**src/rtl/rau_pkg.sv**
```systemverilog
`default_nettype none
package rau_pkg;

    localparam int WORD_BITS_DEF = 32;

    typedef enum logic [1:0] {
        KIND_ADD = 2'd0,
        KIND_MUL = 2'd1,
        KIND_DIV = 2'd2,
        KIND_NEG = 2'd3
    } kind_t;

    typedef enum logic [1:0] {
        ST_OK       = 2'd0,
        ST_DIVZERO  = 2'd1,
        ST_OVERFLOW = 2'd2
    } status_t;

    typedef struct packed {
        logic [1:0]         kind;
        logic signed [31:0] left_num;
        logic [30:0]        left_den;
        logic signed [31:0] right_num;
        logic [30:0]        right_den;
    } rau_in_t;

    typedef struct packed {
        logic signed [31:0] res_num;
        logic [30:0]        res_den;
        logic [1:0]         status;
    } rau_out_t;

endpackage
`default_nettype wire

```
**src/rtl/rau_div.sv**
```systemverilog
`default_nettype none
// Restoring divider for 63-bit operands, one quotient bit per cycle.
module rau_div
    import rau_pkg::*;
(
    input  wire logic        aclk,
    input  wire logic        aresetn,
    input  wire logic        start,
    input  wire logic [62:0] dividend,
    input  wire logic [62:0] divisor,
    output logic             done,
    output logic [62:0]      quotient
);

    logic        busy_reg;
    logic [5:0]  cnt_reg;
    logic [62:0] q_reg, r_reg, d_reg;
    logic [63:0] trial;

    assign trial = {r_reg, q_reg[62]} - {1'b0, d_reg};
    assign done = busy_reg && cnt_reg == 6'd0;
    assign quotient = q_reg;

    always_ff @(posedge aclk) begin
        if (!aresetn) begin
            busy_reg <= 1'b0;
            cnt_reg <= '0;
        end else if (start) begin
            busy_reg <= 1'b1;
            cnt_reg <= 6'd63;
        end else if (busy_reg) begin
            if (cnt_reg == 6'd0) begin
                busy_reg <= 1'b0;
            end else begin
                cnt_reg <= cnt_reg - 6'd1;
            end
        end
        if (start) begin
            q_reg <= dividend;
            r_reg <= '0;
            d_reg <= divisor;
        end else if (busy_reg && cnt_reg != 6'd0) begin
            if (!trial[63]) begin
                r_reg <= trial[62:0];
                q_reg <= {q_reg[61:0], 1'b1};
            end else begin
                r_reg <= {r_reg[61:0], q_reg[62]};
                q_reg <= {q_reg[61:0], 1'b0};
            end
        end
    end

endmodule
`default_nettype wire

```
**config.mk**
```make
export PLATFORM = sky130hd
export DESIGN_NAME = rau_div
export DESIGN_NICKNAME = d
export VERILOG_FILES = /design/src/rtl/rau_pkg.sv /design/src/rtl/rau_div.sv
export SDC_FILE = /design/constraint.sdc
export NUM_CORES = 1
export LEC_CHECK = 0
export BUFFER_PORTS_ARGS = -buffer_cell sky130_fd_sc_hd__buf_2
export CAP_MARGIN = 25
export CORE_ASPECT_RATIO = 1.25
export CORE_MARGIN = 10
export CORE_UTILIZATION = 35
export CTS_BUF_LIST = sky130_fd_sc_hd__clkbuf_4 sky130_fd_sc_hd__clkbuf_8
export CTS_CLUSTER_DIAMETER = 30
export DETAILED_ROUTE_END_ITERATION = 7
export HOLD_SLACK_MARGIN = 0.03
export SLEW_MARGIN = 30
export SYNTH_ARGS = -nofsm -noshare
export SYNTH_HDL_FRONTEND = slang
export SYNTH_SLANG_ARGS = --single-unit
```
**constraint.sdc**
```tcl
create_clock -name aclk -period 4.17 [get_ports aclk]
set_input_delay 0.2085 -clock aclk [delete_from_list [all_inputs] [get_ports aclk]]
set_output_delay 0.2085 -clock aclk [all_outputs]
set_load 0.05 [all_outputs]
```
# --- Yosys cells after proc, flatten, opt, wreduce, memory -nomap -nowiden ---
# Index checks and enable logic that the tools add are counted.
op_classes:
  n_mux: 10
  n_mul: 0
  n_div: 0
  shifts: 0
  add_sub_neg: 2
  bitwise: 0
  reduce_logical: 7
  order_cmp: 0
  eq_ne: 1
ops:
  columns: ["op", "count"]
  rows:
  - ["$mux W63", 3]
  - ["$sub A64 B63 Y64", 1]
  - ["$mux W6", 3]
  - ["$logic_not A6 Y1", 1]
  - ["$reduce_bool A6 Y1", 1]
  - ["$sub A6 B1 Y6 const B", 1]
  - ["$mux W1", 4]
  - ["$reduce_bool A2 Y1", 2]
  - ["$logic_and A1 B1 Y1", 2]
  - ["$ne A2 B2 Y1 const B", 1]
  - ["$reduce_and A2 Y1", 1]
totals:
  latch_bits: 0
  ff_bits: 196
  ram_bits: 0
  inputBits: 129
  mem_count: 0
  out_inout_bits: 64
  romBits: 0

# --- Longest topological paths before layout ---
depth:
  ltp_word: 4
  ltp_mapped: 15

# --- Worst setup path after synthesis ---
# Ideal clock, no wire load.
synth_timing:
  kind: "flip-flop to flip-flop"
  start: "reg q_reg[62], in the netlist quotient[62]"
  end: "reg r_reg[60]"
  stages_incl_launch_ff: 14
  t_arrival_ps: 3230
  path_buffers: 0
  required_ps: 4100
  setup_ps: 70
  path_slack_ps: 870
  path_cell_list: "edfxtp_1 -> inv_1 -> ha_1 -> fa_1 -> nand2b_1 -> a21o_1 -> a211o_1 -> a21o_1 -> a21oi_1 -> o21ai_0 -> a211oi_2 -> o2111ai_1 -> a221oi_1 -> o2bb2ai_1"
synth_via:
  elab_chain_len: 2
synth_lines:
  columns: ["element", "line", "rtl"]
  rows:
  - ["start, declared", "rau_div.sv:17", "logic [62:0] q_reg, r_reg, d_reg;"]
  - ["start signal, assigned", "rau_div.sv:39", "q_reg <= dividend;"]
  - ["start signal, assigned", "rau_div.sv:45", "q_reg <= {q_reg[61:0], 1'b1};"]
  - ["start signal, assigned", "rau_div.sv:48", "q_reg <= {q_reg[61:0], 1'b0};"]
  - ["$sub A64 B63 Y64", "rau_div.sv:20", "assign trial = {r_reg, q_reg[62]} - {1'b0, d_reg};"]
  - ["$mux W63", "rau_div.sv:43", "if (!trial[63]) begin"]
  - ["end signal, assigned", "rau_div.sv:44", "r_reg <= trial[62:0];"]
  - ["end signal, assigned", "rau_div.sv:47", "r_reg <= {r_reg[61:0], q_reg[62]};"]
  - ["end, declared", "rau_div.sv:17", null]
# Every way passes these cells.
# A chain may end at the register's enable or synchronous reset.

# --- Worst setup path after layout ---
layout_timing:
  start: "reg d_reg[1]"
  end: "reg r_reg[23]"
layout_via:
  elab_chain_len: 2
layout_lines:
  columns: ["element", "line", "rtl"]
  rows:
  - ["start, declared", "rau_div.sv:17", null]
  - ["start signal, assigned", "rau_div.sv:41", "d_reg <= divisor;"]
  - ["$sub A64 B63 Y64", "rau_div.sv:20", null]
  - ["$mux W63", "rau_div.sv:43", null]
# Every way passes these cells.

==> flow_summary.yaml <==
sta:
  slew_headroom: 0.4552
  period_minus_slack_ns: 3.496
  slew_violations: 0
  fin_worst_hold_slack_ns: 0.2043
  finClkSkew_ns: 0.01878
  final_setup_vio_count: 0
  clock.fmax_mhz: 286.0
  tightest_slew_ns: 0.8172
  unrepaired_setup_endpoints_after_global_routing: "no"
  fin_crit_sh: 0.8384
  hold_viol_final: 0
  fin_tns_setup_ns: 0
final_layout:
  final_area_sq_um: 14830
  multi_input_area_sq_um: 5969
  num-nets-final: 1704
  area_delta_synth_final_pct: 26.10
  drive_above_1_share: 0.2089
  final-seq-area_sq_um: 5185
  insertedDiodeCount: 0
  filler_cell_count: 3271
worst_setup_path:
  worstPathArrival_ns: 3.90
  crit_chain: "inv_1 > ha_1 > nor2b_1 > o2111ai_1 > a211oi_2 > o21bai_2 > o21ai_4 > a21oi_4 > o21ai_4 > xor2_4 > buf_4 > nand2_1 > a311oi_1"
  r2r_cells: 13
  max_stage_delay_ns: 0.53
  critPathRequiredTime_ns: 4.58
  timing.critical_path.max_delay_family: "compound AO/OA/AOI/OAI gates"
  path_buf_inv: 2
  cpMostUsedCell: "o21ai_4"
  timing.critical_path.to_type: "register"
  crit_path_start_kind: "register"
  setup.worst_path.class: "register to register"
  worst_path_max_delay_cell: "xor2_4"
  crit_path_max_fanout: 16
  cp_num_cells: 13
run_status:
  outcome: "complete, no violations"
die:
  starting_utilization_of_the_core_area: 0.3521
  fp.dieW_um: 184.0
  coreArea_sq_um: 33410
  ioPinCount: 193
  die_area_sq_um: 41390
  row_count: 75
  die_height_um: 225.0
clock_network:
  clock_insertion_delay_worst_skew_ns: 0.51
  cts_tree: "done"
  cts_setup_buffers: 0
  cts_buffers: 17
  cts.path.max_buffers: 2
  cts_hold_buf: 127
  cts.root.buffer_cell: "clkbuf_8"
  cts_sinks: 196
  clkSlewWorstSetupHoldPaths_ns: 0.11
  cts-resized-gates: 0
  clock_tree.htree_level_count: 4
logic_synthesis:
  synth-seq-area-share: 0.4408
  synth_most_common_cell: "nand2_1"
  synth_largest_area_cell: "edfxtp_1"
  syn_avg_cell_area_sq_um: 9.603
  syn_inst: 1225
  ys_warn_count: 0
  synth-main-ff-cell: "edfxtp_1"
  post_synth_most_frequent_cells: "nand2_1, edfxtp_1, a21oi_1, nor2_1, inv_1"
  yosys-top-cells-area: "edfxtp_1, dfxtp_1, ha_1, mux2_2, nand2_1"
  synth.net_count: 1420
  synth_cell_type_count: 71
  mappedNetlistArea_sq_um: 11760
  synth_edf_count: 126
  yosys.area.top_type_share: 0.3216
  postSynthRegisterBits: 196
  synthArstFlopShare: 0
place:
  gp_congestion: 0.8634
  numPortBuffers: 192
  postPlaceCellArea_sq_um: 13100
  half_perimeter_wire_length_after_placement_um: 24600
global_routing:
  overflow: 0
  antenna_found_initial: 0
  first_global_vias: 10550
  grt_pass1_wl_um: 55140
  grt_start_max_net_pins: 100
  grt.total_usage: 0.1649
drt:
  routed_wirelength_um: 33730
  route.vias.total: 10100
  detailedRoute.firstIterationViolations: 550
  drt_pre_antenna_iters: 4
  wirelength_per_cell_um: 17.34
  vias_per_cell: 5.195
  drc: 0
  antenna_left: 0
flow_run:
  cap_viol_max_count: 0
power:
  ir_worst_vdd_mv: 0.2880
  power.static_leakage_nw: 6.184
  power_density_nw_per_um2: 374.8
hold_path:
  hp-class: "primary input to register"
  min_path_cells: 1
[power breakdown]
group | switching [mW] | internal [mW]
sequential | 0.109 | 2.27
clock | 0.716 | 0.753
combinational | 1.06 | 0.646
[worst paths after layout]
kind         startpoint        end  slack, ns
min reg2reg    r_reg[1]   r_reg[2]       0.50
min               start   d_reg[5]       0.20
max            d_reg[1]  r_reg[23]       0.67
max reg2reg    d_reg[1]  r_reg[23]       0.67
[per-stage QoR]
step	setup WS (ns)	std cells	util	power [mW]
finish	0.6739	1945	0.4440	5.560
global route	0.3879	1945	0.4440	5.880
CTS	0.6171	1945	0.4440	5.626
detailed placement	0.6659	1786	0.3920	4.034
global placement	0.7446	1786	0.3920	4.021
floorplan	0.8696	1225	-	3.608
[kinds of logic (layout without fill, tap and decap cells)]
logic type               after synthesis  in the layout  synth area share
AO/OA/AOI/OAI                        323            323            0.1873
XOR/XNOR                              58             58           0.04382
adder cells (fa/ha/maj)               66             66           0.07084
buffers and inverters                154            451           0.05382
flip-flops                           196            196            0.4408
multiplexers                          69             69           0.06541
AND/OR/NAND/NOR                      359            359            0.1381
[metal layers]
| metal | up-vias | part of all wire | global-route usage |
|---|---|---|---|
| met4 | 0 | 0.018 | 0.04739 |
| met1 | 4763 | 0.42 | 0.1932 |
| met5 | - | 0 | 0 |
| met3 | 38 | 0.075 | 0.06000 |
| li1 | 5000 | - | - |
| met2 | 303 | 0.49 | 0.2762 |
[cell usage in the layout (no fill, tap or decap), drive strengths merged, types with 8 or more instances in the layout]
master / count
buf: 204
nand2: 149
dlygate4sd3: 127
edfxtp: 126
a21oi: 100
nor2: 94
inv: 90
dfxtp: 70
ha: 65
mux2: 63
o21ai: 47
a311oi: 42
xnor2: 35
a21o: 29
xor2: 23
clkbuf: 21
nand3: 17
a211oi: 16
nand4: 15
nor3: 14
and2: 14
o21bai: 14
a31oi: 13
and3: 12
o21a: 11
nand2b: 11
o211ai: 10
nand3b: 8
[worst reg2reg max path, stage by stage, from the launching register on]
cell and delay [ns]:
edfxtp_1 0.39, inv_1 0.05, ha_1 0.26, nor2b_1 0.17, o2111ai_1 0.21, a211oi_2 0.32, o21bai_2 0.15, o21ai_4 0.24
a21oi_4 0.11, o21ai_4 0.29, xor2_4 0.53, buf_4 0.33, nand2_1 0.08, a311oi_1 0.27
[layout make-up]
cell class / instances / share of cell area
Inverter: 88 / 0.02227
Tap cell: 423 / 0.03568
Clock buffer: 21 / 0.01822
Multi-Input combinational cell: 875 / 0.4024
Timing Repair Buffer: 331 / 0.1587
Clock inverter: 11 / 0.01324
Sequential cell: 196 / 0.3495
Power figures use the tool's default switching activity.
