$ cat src/rtl/rau_pkg.sv
`default_nettype none
package rau_pkg;

    localparam int WORD_BITS_DEF = 32;

    typedef enum logic [1:0] {
        KIND_ADD = 2'd0,
        KIND_MUL = 2'd1,
        KIND_DIV = 2'd2,
        KIND_NEG = 2'd3
    } kind_t;

    typedef enum logic [1:0] {
        ST_OK       = 2'd0,
        ST_DIVZERO  = 2'd1,
        ST_OVERFLOW = 2'd2
    } status_t;

    typedef struct packed {
        logic [1:0]         kind;
        logic signed [31:0] left_num;
        logic [30:0]        left_den;
        logic signed [31:0] right_num;
        logic [30:0]        right_den;
    } rau_in_t;

    typedef struct packed {
        logic signed [31:0] res_num;
        logic [30:0]        res_den;
        logic [1:0]         status;
    } rau_out_t;

endpackage
`default_nettype wire

$ cat src/rtl/rau_gcd.sv
`default_nettype none
// Binary gcd of two nonzero 63-bit magnitudes, one subtract or shift per cycle.
module rau_gcd
    import rau_pkg::*;
(
    input  wire logic        aclk,
    input  wire logic        aresetn,
    input  wire logic        start,
    input  wire logic [62:0] a_in,
    input  wire logic [62:0] b_in,
    output logic             done,
    output logic [62:0]      gcd
);

    typedef enum logic [3:0] {
        G_IDLE  = 4'b0001,
        G_TWOS  = 4'b0010,
        G_RUN   = 4'b0100,
        G_SHIFT = 4'b1000
    } gst_t;

    gst_t        state_reg, state_next;
    logic [62:0] a_reg, a_next, b_reg, b_next;
    logic [5:0]  sh_reg, sh_next;

    always_comb begin
        state_next = state_reg;
        a_next = a_reg;
        b_next = b_reg;
        sh_next = sh_reg;
        done = 1'b0;
        unique case (state_reg)
            G_IDLE: begin
                if (start) begin
                    a_next = a_in;
                    b_next = b_in;
                    sh_next = '0;
                    state_next = G_TWOS;
                end
            end
            G_TWOS: begin
                if (((a_reg | b_reg) & 63'd1) == 63'd0) begin
                    a_next = a_reg >> 1;
                    b_next = b_reg >> 1;
                    sh_next = sh_reg + 6'd1;
                end else begin
                    state_next = G_RUN;
                end
            end
            G_RUN: begin
                // one step: drop a factor of two, else subtract smaller from larger
                if (!a_reg[0]) begin
                    a_next = a_reg >> 1;
                end else if (b_reg == '0) begin
                    state_next = G_SHIFT;
                end else if (!b_reg[0]) begin
                    b_next = b_reg >> 1;
                end else if (a_reg > b_reg) begin
                    a_next = b_reg;
                    b_next = a_reg - b_reg;
                end else begin
                    b_next = b_reg - a_reg;
                end
            end
            G_SHIFT: begin
                if (sh_reg != '0) begin
                    a_next = a_reg << 1;
                    sh_next = sh_reg - 6'd1;
                end else begin
                    done = 1'b1;
                    state_next = G_IDLE;
                end
            end
            default: state_next = G_IDLE;
        endcase
    end

    assign gcd = a_reg;

    always_ff @(posedge aclk) begin
        if (!aresetn) begin
            state_reg <= G_IDLE;
        end else begin
            state_reg <= state_next;
        end
        a_reg <= a_next;
        b_reg <= b_next;
        sh_reg <= sh_next;
    end

endmodule
`default_nettype wire

$ cat config.mk
export PLATFORM = sky130hd
export DESIGN_NAME = rau_gcd
export DESIGN_NICKNAME = d
export VERILOG_FILES = /design/src/rtl/rau_pkg.sv /design/src/rtl/rau_gcd.sv
export SDC_FILE = /design/constraint.sdc
export NUM_CORES = 1
export LEC_CHECK = 0
export BUFFER_PORTS_ARGS = -buffer_cell sky130_fd_sc_hd__buf_2
export CORE_MARGIN = 5
export CORE_UTILIZATION = 33
export DETAILED_ROUTE_END_ITERATION = 10
export SLEW_MARGIN = 40
export SYNTH_ARGS = -nofsm -noshare
export SYNTH_HDL_FRONTEND = slang
export SYNTH_SLANG_ARGS = --single-unit
$ cat constraint.sdc
create_clock -name aclk -period 7.44 [get_ports aclk]
set_clock_uncertainty 0.2 [all_clocks]
set_input_delay 1.488 -clock aclk [delete_from_list [all_inputs] [get_ports aclk]]
set_output_delay 1.488 -clock aclk [all_outputs]
set_load 0.05 [all_outputs]
## Word level (Yosys, flattened, before mapping)

Cells that the tools add are included.

| storage, ports and cells | value |
|---|---|
| register bits | 136 |
| bits of input ports | 129 |
| output and inout port bits | 64 |
| logic and storage cells | 64 |

| cells by class | value |
|---|---|
| $add $sub $neg | 4 |
| magnitude comparators | 1 |
| eq/ne operators | 15 |
| muxes and demuxes | 27 |
| bitwise logic cells | 1 |
| reduce and logical (&&, ||, !) cells | 11 |

Operators by type and width:

| cell | number |
|---|---|
| $mux W63 | 13 |
| $pmux W63 S4 | 1 |
| $pmux W63 S3 | 1 |
| $logic_not A63 Y1 | 2 |
| $sub A63 B63 Y63 | 2 |
| $gt A63 B63 Y1 | 1 |
| $mux W4 | 5 |
| $mux W6 | 3 |
| $pmux W6 S3 | 1 |
| $ne A2 B2 Y1 const B | 8 |
| $pmux W4 S4 | 1 |
| $reduce_and A5 Y1 | 2 |
| $ne A3 B3 Y1 const B | 3 |
| $reduce_and A4 Y1 | 2 |
| $reduce_and A7 Y1 | 1 |
| $add A6 B1 Y6 const B | 1 |
| $reduce_bool A3 Y1 | 2 |
| $reduce_bool A6 Y1 | 1 |
| $sub A6 B1 Y6 const B | 1 |
| $eq A4 B1 Y1 const B | 1 |
| $eq A4 B2 Y1 const B | 1 |
| $eq A4 B3 Y1 const B | 1 |
| $eq A4 B4 Y1 const B | 1 |
| $reduce_bool A4 Y1 | 1 |
| other kinds (2) | 3 |

## Depth between registers and ports, before layout

Gate-level depths: netlist (run 1).

| logic depth | value |
|---|---|
| depth after elaboration | 6 |
| gate-level depth with buffers | 15 |

## Worst setup path before layout (run 1)

No wires, ideal clock.

| path | value |
|---|---|
| path kind | in2reg |
| start | input start |
| end | register b_reg[0] (enable) |
| library setup time | 0.578 ns |
| arrival time | 6.269 ns |
| data required time | 6.662 ns |
| slack | 0.393 ns |
| cell stages on the path | 2 |
| cells stage by stage | o22ai_1 -> a211oi_1 |

| between the ends | value |
|---|---|
| cells in the longest elaborated chain, start to end | 2 |

Ends and longest elaborated chain:

| what | RTL line | text |
|---|---|---|
| start, declared | rau_gcd.sv:8 | `input wire logic start,` |
| $ne A2 B2 Y1 (no line) | -- |  |
| $reduce_and A5 Y1 (no line) | -- |  |
| end signal, assigned | rau_gcd.sv:87 | `b_reg <= b_next;` |
| end, declared | rau_gcd.sv:23 | `logic [62:0] a_reg, a_next, b_reg, b_next;` |

Every way passes these cells.
A chain may end at the register's enable or synchronous reset.

## Final worst setup path (run 1)

| path | value |
|---|---|
| start | register b_reg[28] |
| end | register b_reg[26] (data pin) |

| between the ends | value |
|---|---|
| cells in the longest elaborated chain, start to end | 6 |

Ends and longest elaborated chain:

| what | RTL line | text |
|---|---|---|
| $gt A63 B63 Y1 | rau_gcd.sv:58 | `end else if (a_reg > b_reg) begin` |
| $mux W63 | rau_gcd.sv:58 |  |
| $mux W63 | rau_gcd.sv:56 | `end else if (!b_reg[0]) begin` |
| $mux W63 | rau_gcd.sv:54 | `end else if (b_reg == '0) begin` |
| $mux W63 | rau_gcd.sv:52 | `if (!a_reg[0]) begin` |
| $pmux W63 S3 | rau_gcd.sv:32 | `unique case (state_reg)` |
| net b_next[26] | rau_gcd.sv:23 |  |

The timed path passes the listed nets, and every way through them passes these cells. The select of a mux whose other input is x is not followed.

==> results_dict.tcl, run 1 <==
set metrics [dict create \
    swShare_pct 57.87 \
    grt_pass1_wl_um 95070 \
    syn_nets 2165 \
    seqPwrFrac_pct 19.4 \
    layout-drive-gt1-share_pct 13.41 \
    hold_slack_ns 0.4385 \
    synthArstFlopShare_pct 0 \
    clkPwrFrac_pct 10.1 \
    grt_overflow 0 \
    syn_area_per_cell_sq_um 7.862 \
    synth_area_sq_um 14950 \
    maxSlewViolCount 0 \
    ir_drop_v 0.0002236 \
    p_switching_mw 5.124 \
    first_global_vias 15161 \
    start_util_pct 33.16 \
    synth_seq_area_share_pct 27.04 \
    placementRows 78 \
    synthCells 1902 \
    nFillCells 4841 \
    clkLatencyLatePin_ns 0.49 \
    postCtsSetupBuffers 0 \
    pwr-share-comb_pct 70.5 \
    cts_buffer_depth 2 \
    fin_area_sq_um 16940 \
    routed_wirelength_um 63140 \
    synthMuxAreaShare_pct 1.506 \
    synth_top_family_by_area "compound AO/OA/AOI/OAI gates" \
    synth_simple_gate_area_share_pct 15.43 \
    synth-main-ff-cell "edfxtp_1" \
    portBuffers 192 \
    synth_compound_area_share_pct 33.31 \
    end_kind "register" \
    dr_total_vias 15529 \
    drt_iter0_drc 1465 \
    ys_warn_count 0 \
    cellInternalPower_mw 3.731 \
    crit_fanout 38 \
    place_area_sq_um 16340 \
    dr.pass1.iters 6 \
    avgViaCountPerCell 5.923 \
    period_needed_ns 5.114 \
    drc 0 \
    power_density_nw_per_um2 522.7 \
    setup_violations 0 \
    p_leak_nw 7.057 \
    required_ns 7.44 \
    critPathKind "register to register" \
    cts.sinks 136 \
    hold_viol_final 0 \
    die_h_um 222.9 \
    synth_cell_type_count 74 \
    synth_xor_xnor_area_share_pct 3.397 \
    synth_edf_count 132 \
    clock-root-buffer "clkbuf_16" \
    cp_slowest_cell "a2111oi_2" \
    antenna_found_initial 0 \
    critPathLaunchType "register" \
    gp_congestion 0.9730 \
    ant_nets 0 \
    fp.dieW_um 222.9 \
    wl_per_cell_um 24.08 \
    worst_pin_slew_ns 0.8251 \
    clk_pin_slew_ns 0.07 \
    cts_tree "built" \
    cp.arrival_ns 5.11 \
    cts_resized 0 \
    dieArea_sq_um 49670 \
    finalSetupTns_ns 0 \
    place_hpwl_um 48700 \
    ioPinCount 193 \
    cts_hold_buffers 0 \
    grt_start_max_net_pins 64 \
    cp_cell_sequence "ha_1 > nand4_2 > nor3_1 > nand3_1 > o32a_1 > a2111oi_2 > o21a_2 > buf_4 > nor2_1 > a21oi_1 > xor2_1 > o21ai_0" \
    hold_path_class "register to register" \
    final_nets 2271 \
    yosys.area_share.adder_pct 11.36 \
    cts_htree_levels 4 \
    synthToLayoutAreaGrowth_pct 13.28 \
    max_stage_delay_ns 0.59 \
    ys_ff_latch 136 \
    fmax_mhz 195.5 \
    outcome "finished, final reports clean" \
    post-route-period-util_pct 68.74 \
    maxCapViolCount 0 \
    slew-limit-headroom_pct 44.99 \
    core_sq_um 45090 \
    rsz0062_at_grt "false" \
    gr-usage-all-layers_pct 24.42 \
    numCtsBuffers 17 \
]
[power groups by stage]
stage / Combinational, mW / Sequential, mW / Clock, mW
detailed placement: 6.12 / 1.73 / 0
global placement: 6.13 / 1.72 / 0
global route: 6.74 / 1.77 / 0.938
finish: 6.24 / 1.72 / 0.893
CTS: 6.16 / 1.72 / 0.913
floorplan: 4.00 / 2.01 / 0
[worst max-delay path, delay by kind of cell, from the launching register on]
family | cells | cell delay (ns)
adder cells (fa/ha/maj) | 1 | 0.56
flip-flops | 1 | 0.52
XOR/XNOR | 1 | 0.20
buffers and inverters | 1 | 0.56
AO/OA/AOI/OAI | 5 | 1.87
AND/OR/NAND/NOR | 4 | 0.92
[placed cells by master, fill, tap and decap left out, types with 21 or more instances in the layout]
cell type,instances
a21o_1,48
a21oi_1,233
a221oi_1,47
a22oi_1,83
buf_2,192
edfxtp_1,132
ha_1,131
inv_1,161
mux2i_1,21
nand2_1,150
nand3_1,46
nand4_1,40
nor2_1,129
nor3_1,36
o211ai_1,43
o21ai_0,164
o21bai_1,34
xnor2_1,36
xor2_1,22
[synthesized netlist by cell type, types with 5 or more instances]
library cell,count,area [sq um]
a221oi_1,47,411.6
nand2_1,152,570.6
o2111ai_1,5,43.79
o21ai_0,165,825.8
clkbuf_1,60,225.2
nor3_1,37,185.2
o21ai_1,9,45.04
a21o_1,48,360.4
inv_1,161,604.3
a221o_1,5,50.05
a21boi_0,7,52.55
nor2b_1,15,93.84
buf_2,44,220.2
a211oi_1,17,127.6
o211ai_1,43,322.8
ha_1,131,1639
mux2i_1,21,210.2
or2_2,5,31.28
and2_1,6,37.54
a21oi_1,233,1166
buf_4,15,112.6
xnor2_1,36,315.3
nand3_1,46,230.2
xor2_1,22,192.7
o21a_1,16,120.1
o31ai_1,17,127.6
nor4_1,17,106.4
nor2_1,132,495.5
or3_1,5,31.28
o21bai_1,34,255.2
nand3b_1,5,37.54
nand4_1,40,250.2
edfxtp_1,132,3964
a31oi_1,17,106.4
a22oi_1,83,623.1
[final cells by class]
class / count / area, sq um / share of cell area (%)
clock buffer: 21 / 460.4 / 2.718
multi-input combinational: 1483 / 9833 / 58.05
tap: 600 / 750.7 / 4.432
clock inverter: 11 / 123.9 / 0.7313
antenna: 1 / 2.502 / 0.01477
sequential: 136 / 4044 / 23.87
inverter: 161 / 604.3 / 3.568
timing repair buffer: 209 / 1120 / 6.611
[through the flow]
| stage | utilization [%] | setup slack [ns] | cells | total power, mW |
|---|---|---|---|---|
| final | 37.57 | 2.326 | 2622 | 8.855 |
| after global routing | 37.56 | 2.114 | 2621 | 9.441 |
| after CTS | 37.55 | 2.243 | 2621 | 8.789 |
| after detailed placement | 36.25 | 2.293 | 2589 | 7.849 |
| after global placement | 36.08 | 2.454 | 2587 | 7.846 |
| after floorplan | - | 0.3930 | 1902 | 6.004 |
[path summary, 6_finish.rpt]
path / start / end / slack [ns] / cells after the start
max: b_reg[28] / b_reg[26] / 2.33 / 12
min reg2reg: sh_reg[0] / sh_reg[0] / 0.44 / 1
min: sh_reg[0] / sh_reg[0] / 0.44 / 1
max reg2reg: b_reg[28] / b_reg[26] / 2.33 / 12
[layer usage]
metal | share of wire [%] | vias up | track usage [%] | wire [um]
met4 | 1.6 | 0 | 5.435 | 1011
met2 | 45 | 577 | 38.87 | 28680
met1 | 47 | 7601 | 34.95 | 29520
met3 | 6.2 | 43 | 4.053 | 3919
li1 | - | 7308 | - | -
met5 | 0 | - | 0 | 0
[cells by family after synthesis]
kind of cell,after synthesis
flip-flops,136
buffers and inverters,283
AND/OR/NAND/NOR,487
adder cells (fa/ha/maj),134
AO/OA/AOI/OAI,782
multiplexers,22
XOR/XNOR,58
Note: power is estimated with default switching activity, not from simulation.
==> run 2, diff against run 1 <==
==> constraint.sdc (replaced) <==
create_clock -name aclk -period 4.2 [get_ports aclk]
set_clock_uncertainty 0.2 [all_clocks]
set_input_delay 0.84 -clock aclk [delete_from_list [all_inputs] [get_ports aclk]]
set_output_delay 0.84 -clock aclk [all_outputs]
set_load 0.05 [all_outputs]
==> results_dict.tcl, run 2 (same netlist as run 1, synthesis figures left out) <==
set metrics [dict create \
    setup_ws_ns 0.1691 \
    power_density_nw_per_um2 946.9 \
    setup_violations 0 \
    grt_start_max_net_pins 64 \
    ioPinCount 193 \
    dr_total_vias 16582 \
    grt_pass1_wl_um 101000 \
    fin_util_pct 41.68 \
    diodes 0 \
    gr-usage-all-layers_pct 26.11 \
    fp.dieW_um 222.9 \
    antenna_found_initial 1 \
    fin_area_sq_um 18790 \
    required_ns 4.17 \
    avgViaCountPerCell 5.820 \
    slew-limit-headroom_pct 41.71 \
    cts_htree_levels 4 \
    hold_viol_final 0 \
    cts_buffer_depth 2 \
    post-route-period-util_pct 95.97 \
    ir_drop_v 0.0005089 \
    end_kind "register" \
    maxCapViolCount 0 \
    wl_per_cell_um 23.47 \
    critPathLaunchType "register" \
    finalSetupTns_ns 0 \
    clkLatencyLatePin_ns 0.51 \
    die_h_um 222.9 \
    dr.pass1.iters 5 \
    cts.sinks 136 \
    dieArea_sq_um 49670 \
    cts_tree "built" \
    fmax_mhz 248.1 \
    final_common_cell "buf_4" \
    hold_path_class "primary input to register" \
    portBuffers 192 \
    layout-drive-gt1-share_pct 22.85 \
    numCtsBuffers 17 \
    clk_pin_slew_ns 0.07 \
    routed_wirelength_um 66870 \
    crit_fanout 31 \
    drt_iter0_drc 1299 \
    placementRows 78 \
    start_util_pct 33.16 \
    place_area_sq_um 18050 \
    p_leak_nw 8.202 \
    outcome "finished, final reports clean" \
    ant_nets 0 \
    period_needed_ns 4.031 \
    worst_pin_slew_ns 0.8734 \
    dp_worst_setup_slack_ns 0.004190 \
    cp.arrival_ns 4.00 \
    gp_congestion 0.9365 \
    nFillCells 4701 \
    critPathKind "register to register" \
    clock-root-buffer "clkbuf_16" \
    grt_overflow 0 \
    place_hpwl_um 53990 \
    p_total_mw 17.80 \
    core_sq_um 45090 \
    synthToLayoutAreaGrowth_pct 25.68 \
    maxSlewViolCount 0 \
    final_nets 2499 \
    drc 0 \
    first_global_vias 16421 \
    layout_common_cells "buf_4 (239), a21oi_1 (229), buf_2 (192)" \
]
## run 2: changes by cell type in the layout (fill, tap and decap cells not counted), moves of 4 or more
cell,change
buf_12,+6
inv_6,+4
a21oi_1,-4
buf_4,+225
a21oi_2,+4
## run 2: power by group
group          total [mW]  leakage [nW]  switching [mW]  internal [mW]
registers            2.67          1.31           0.454           2.22
logic                13.4          6.58            8.44           4.95
clock network        1.73         0.307           0.700           1.03
## run 2: critical path: stages, from the launching register on
cell and delay (ns):
edfxtp_1 0.43, ha_2 0.45, nand4_1 0.22, nor2_1 0.22
o2111ai_1 0.22, a21o_1 0.26, a2111oi_2 0.36, buf_4 0.18
o21ai_4 0.10, buf_4 0.18, o21a_1 0.18, o21ai_0 0.22
and2_4 0.23, buf_12 0.20
## run 2: final cells by class
| type | count | area [sq um] | share of cell area [%] |
|---|---|---|---|
| clock buffer | 19 | 452.9 | 2.410 |
| clock inverter | 13 | 191.4 | 1.019 |
| inverter | 161 | 604.3 | 3.216 |
| multi-input combinational | 1483 | 9874 | 52.54 |
| sequential | 136 | 4044 | 21.52 |
| tap | 600 | 750.7 | 3.995 |
| timing repair buffer | 437 | 2875 | 15.30 |
## run 2: path summary, 6_finish.rpt
| check | startpoint | endpoint | slack [ns] | cells past startpoint |
|---|---|---|---|---|
| max | b_reg[17] | gcd[27] | 0.17 | 13 |
| min | aresetn | state_reg[0] | 0.37 | 2 |
| max reg2reg | b_reg[17] | gcd[27] | 0.17 | 13 |
| min reg2reg | state_reg[2] | state_reg[2] | 0.40 | 2 |
## run 2: stage by stage
step           std cells  hold slack (ns)
2_1_floorplan       1902           0.3314
3_3_place_gp        2812           0.3672
3_5_place_dp        2812           0.3845
4_1_cts             2847           0.3396
5_1_grt             2849           0.3604
6_report            2849           0.3721
## run 2: what timing repair did
action                     in CTS  in global routing
gates resized for setup         1                 17
hold buffers                    0                  0
setup endpoints to repair       2                 89
cloned                          0                  0
buffers inserted                3                  2
pin swaps                       1                  1
## run 2: per-layer routing
layer,vias up,part of all wire [%],track usage (%)
met2,536,46,41.90
met1,8225,45,36.14
met5,-,0.010,0
met4,2,2.3,7.688
met3,62,5.8,4.605
li1,7757,-,-
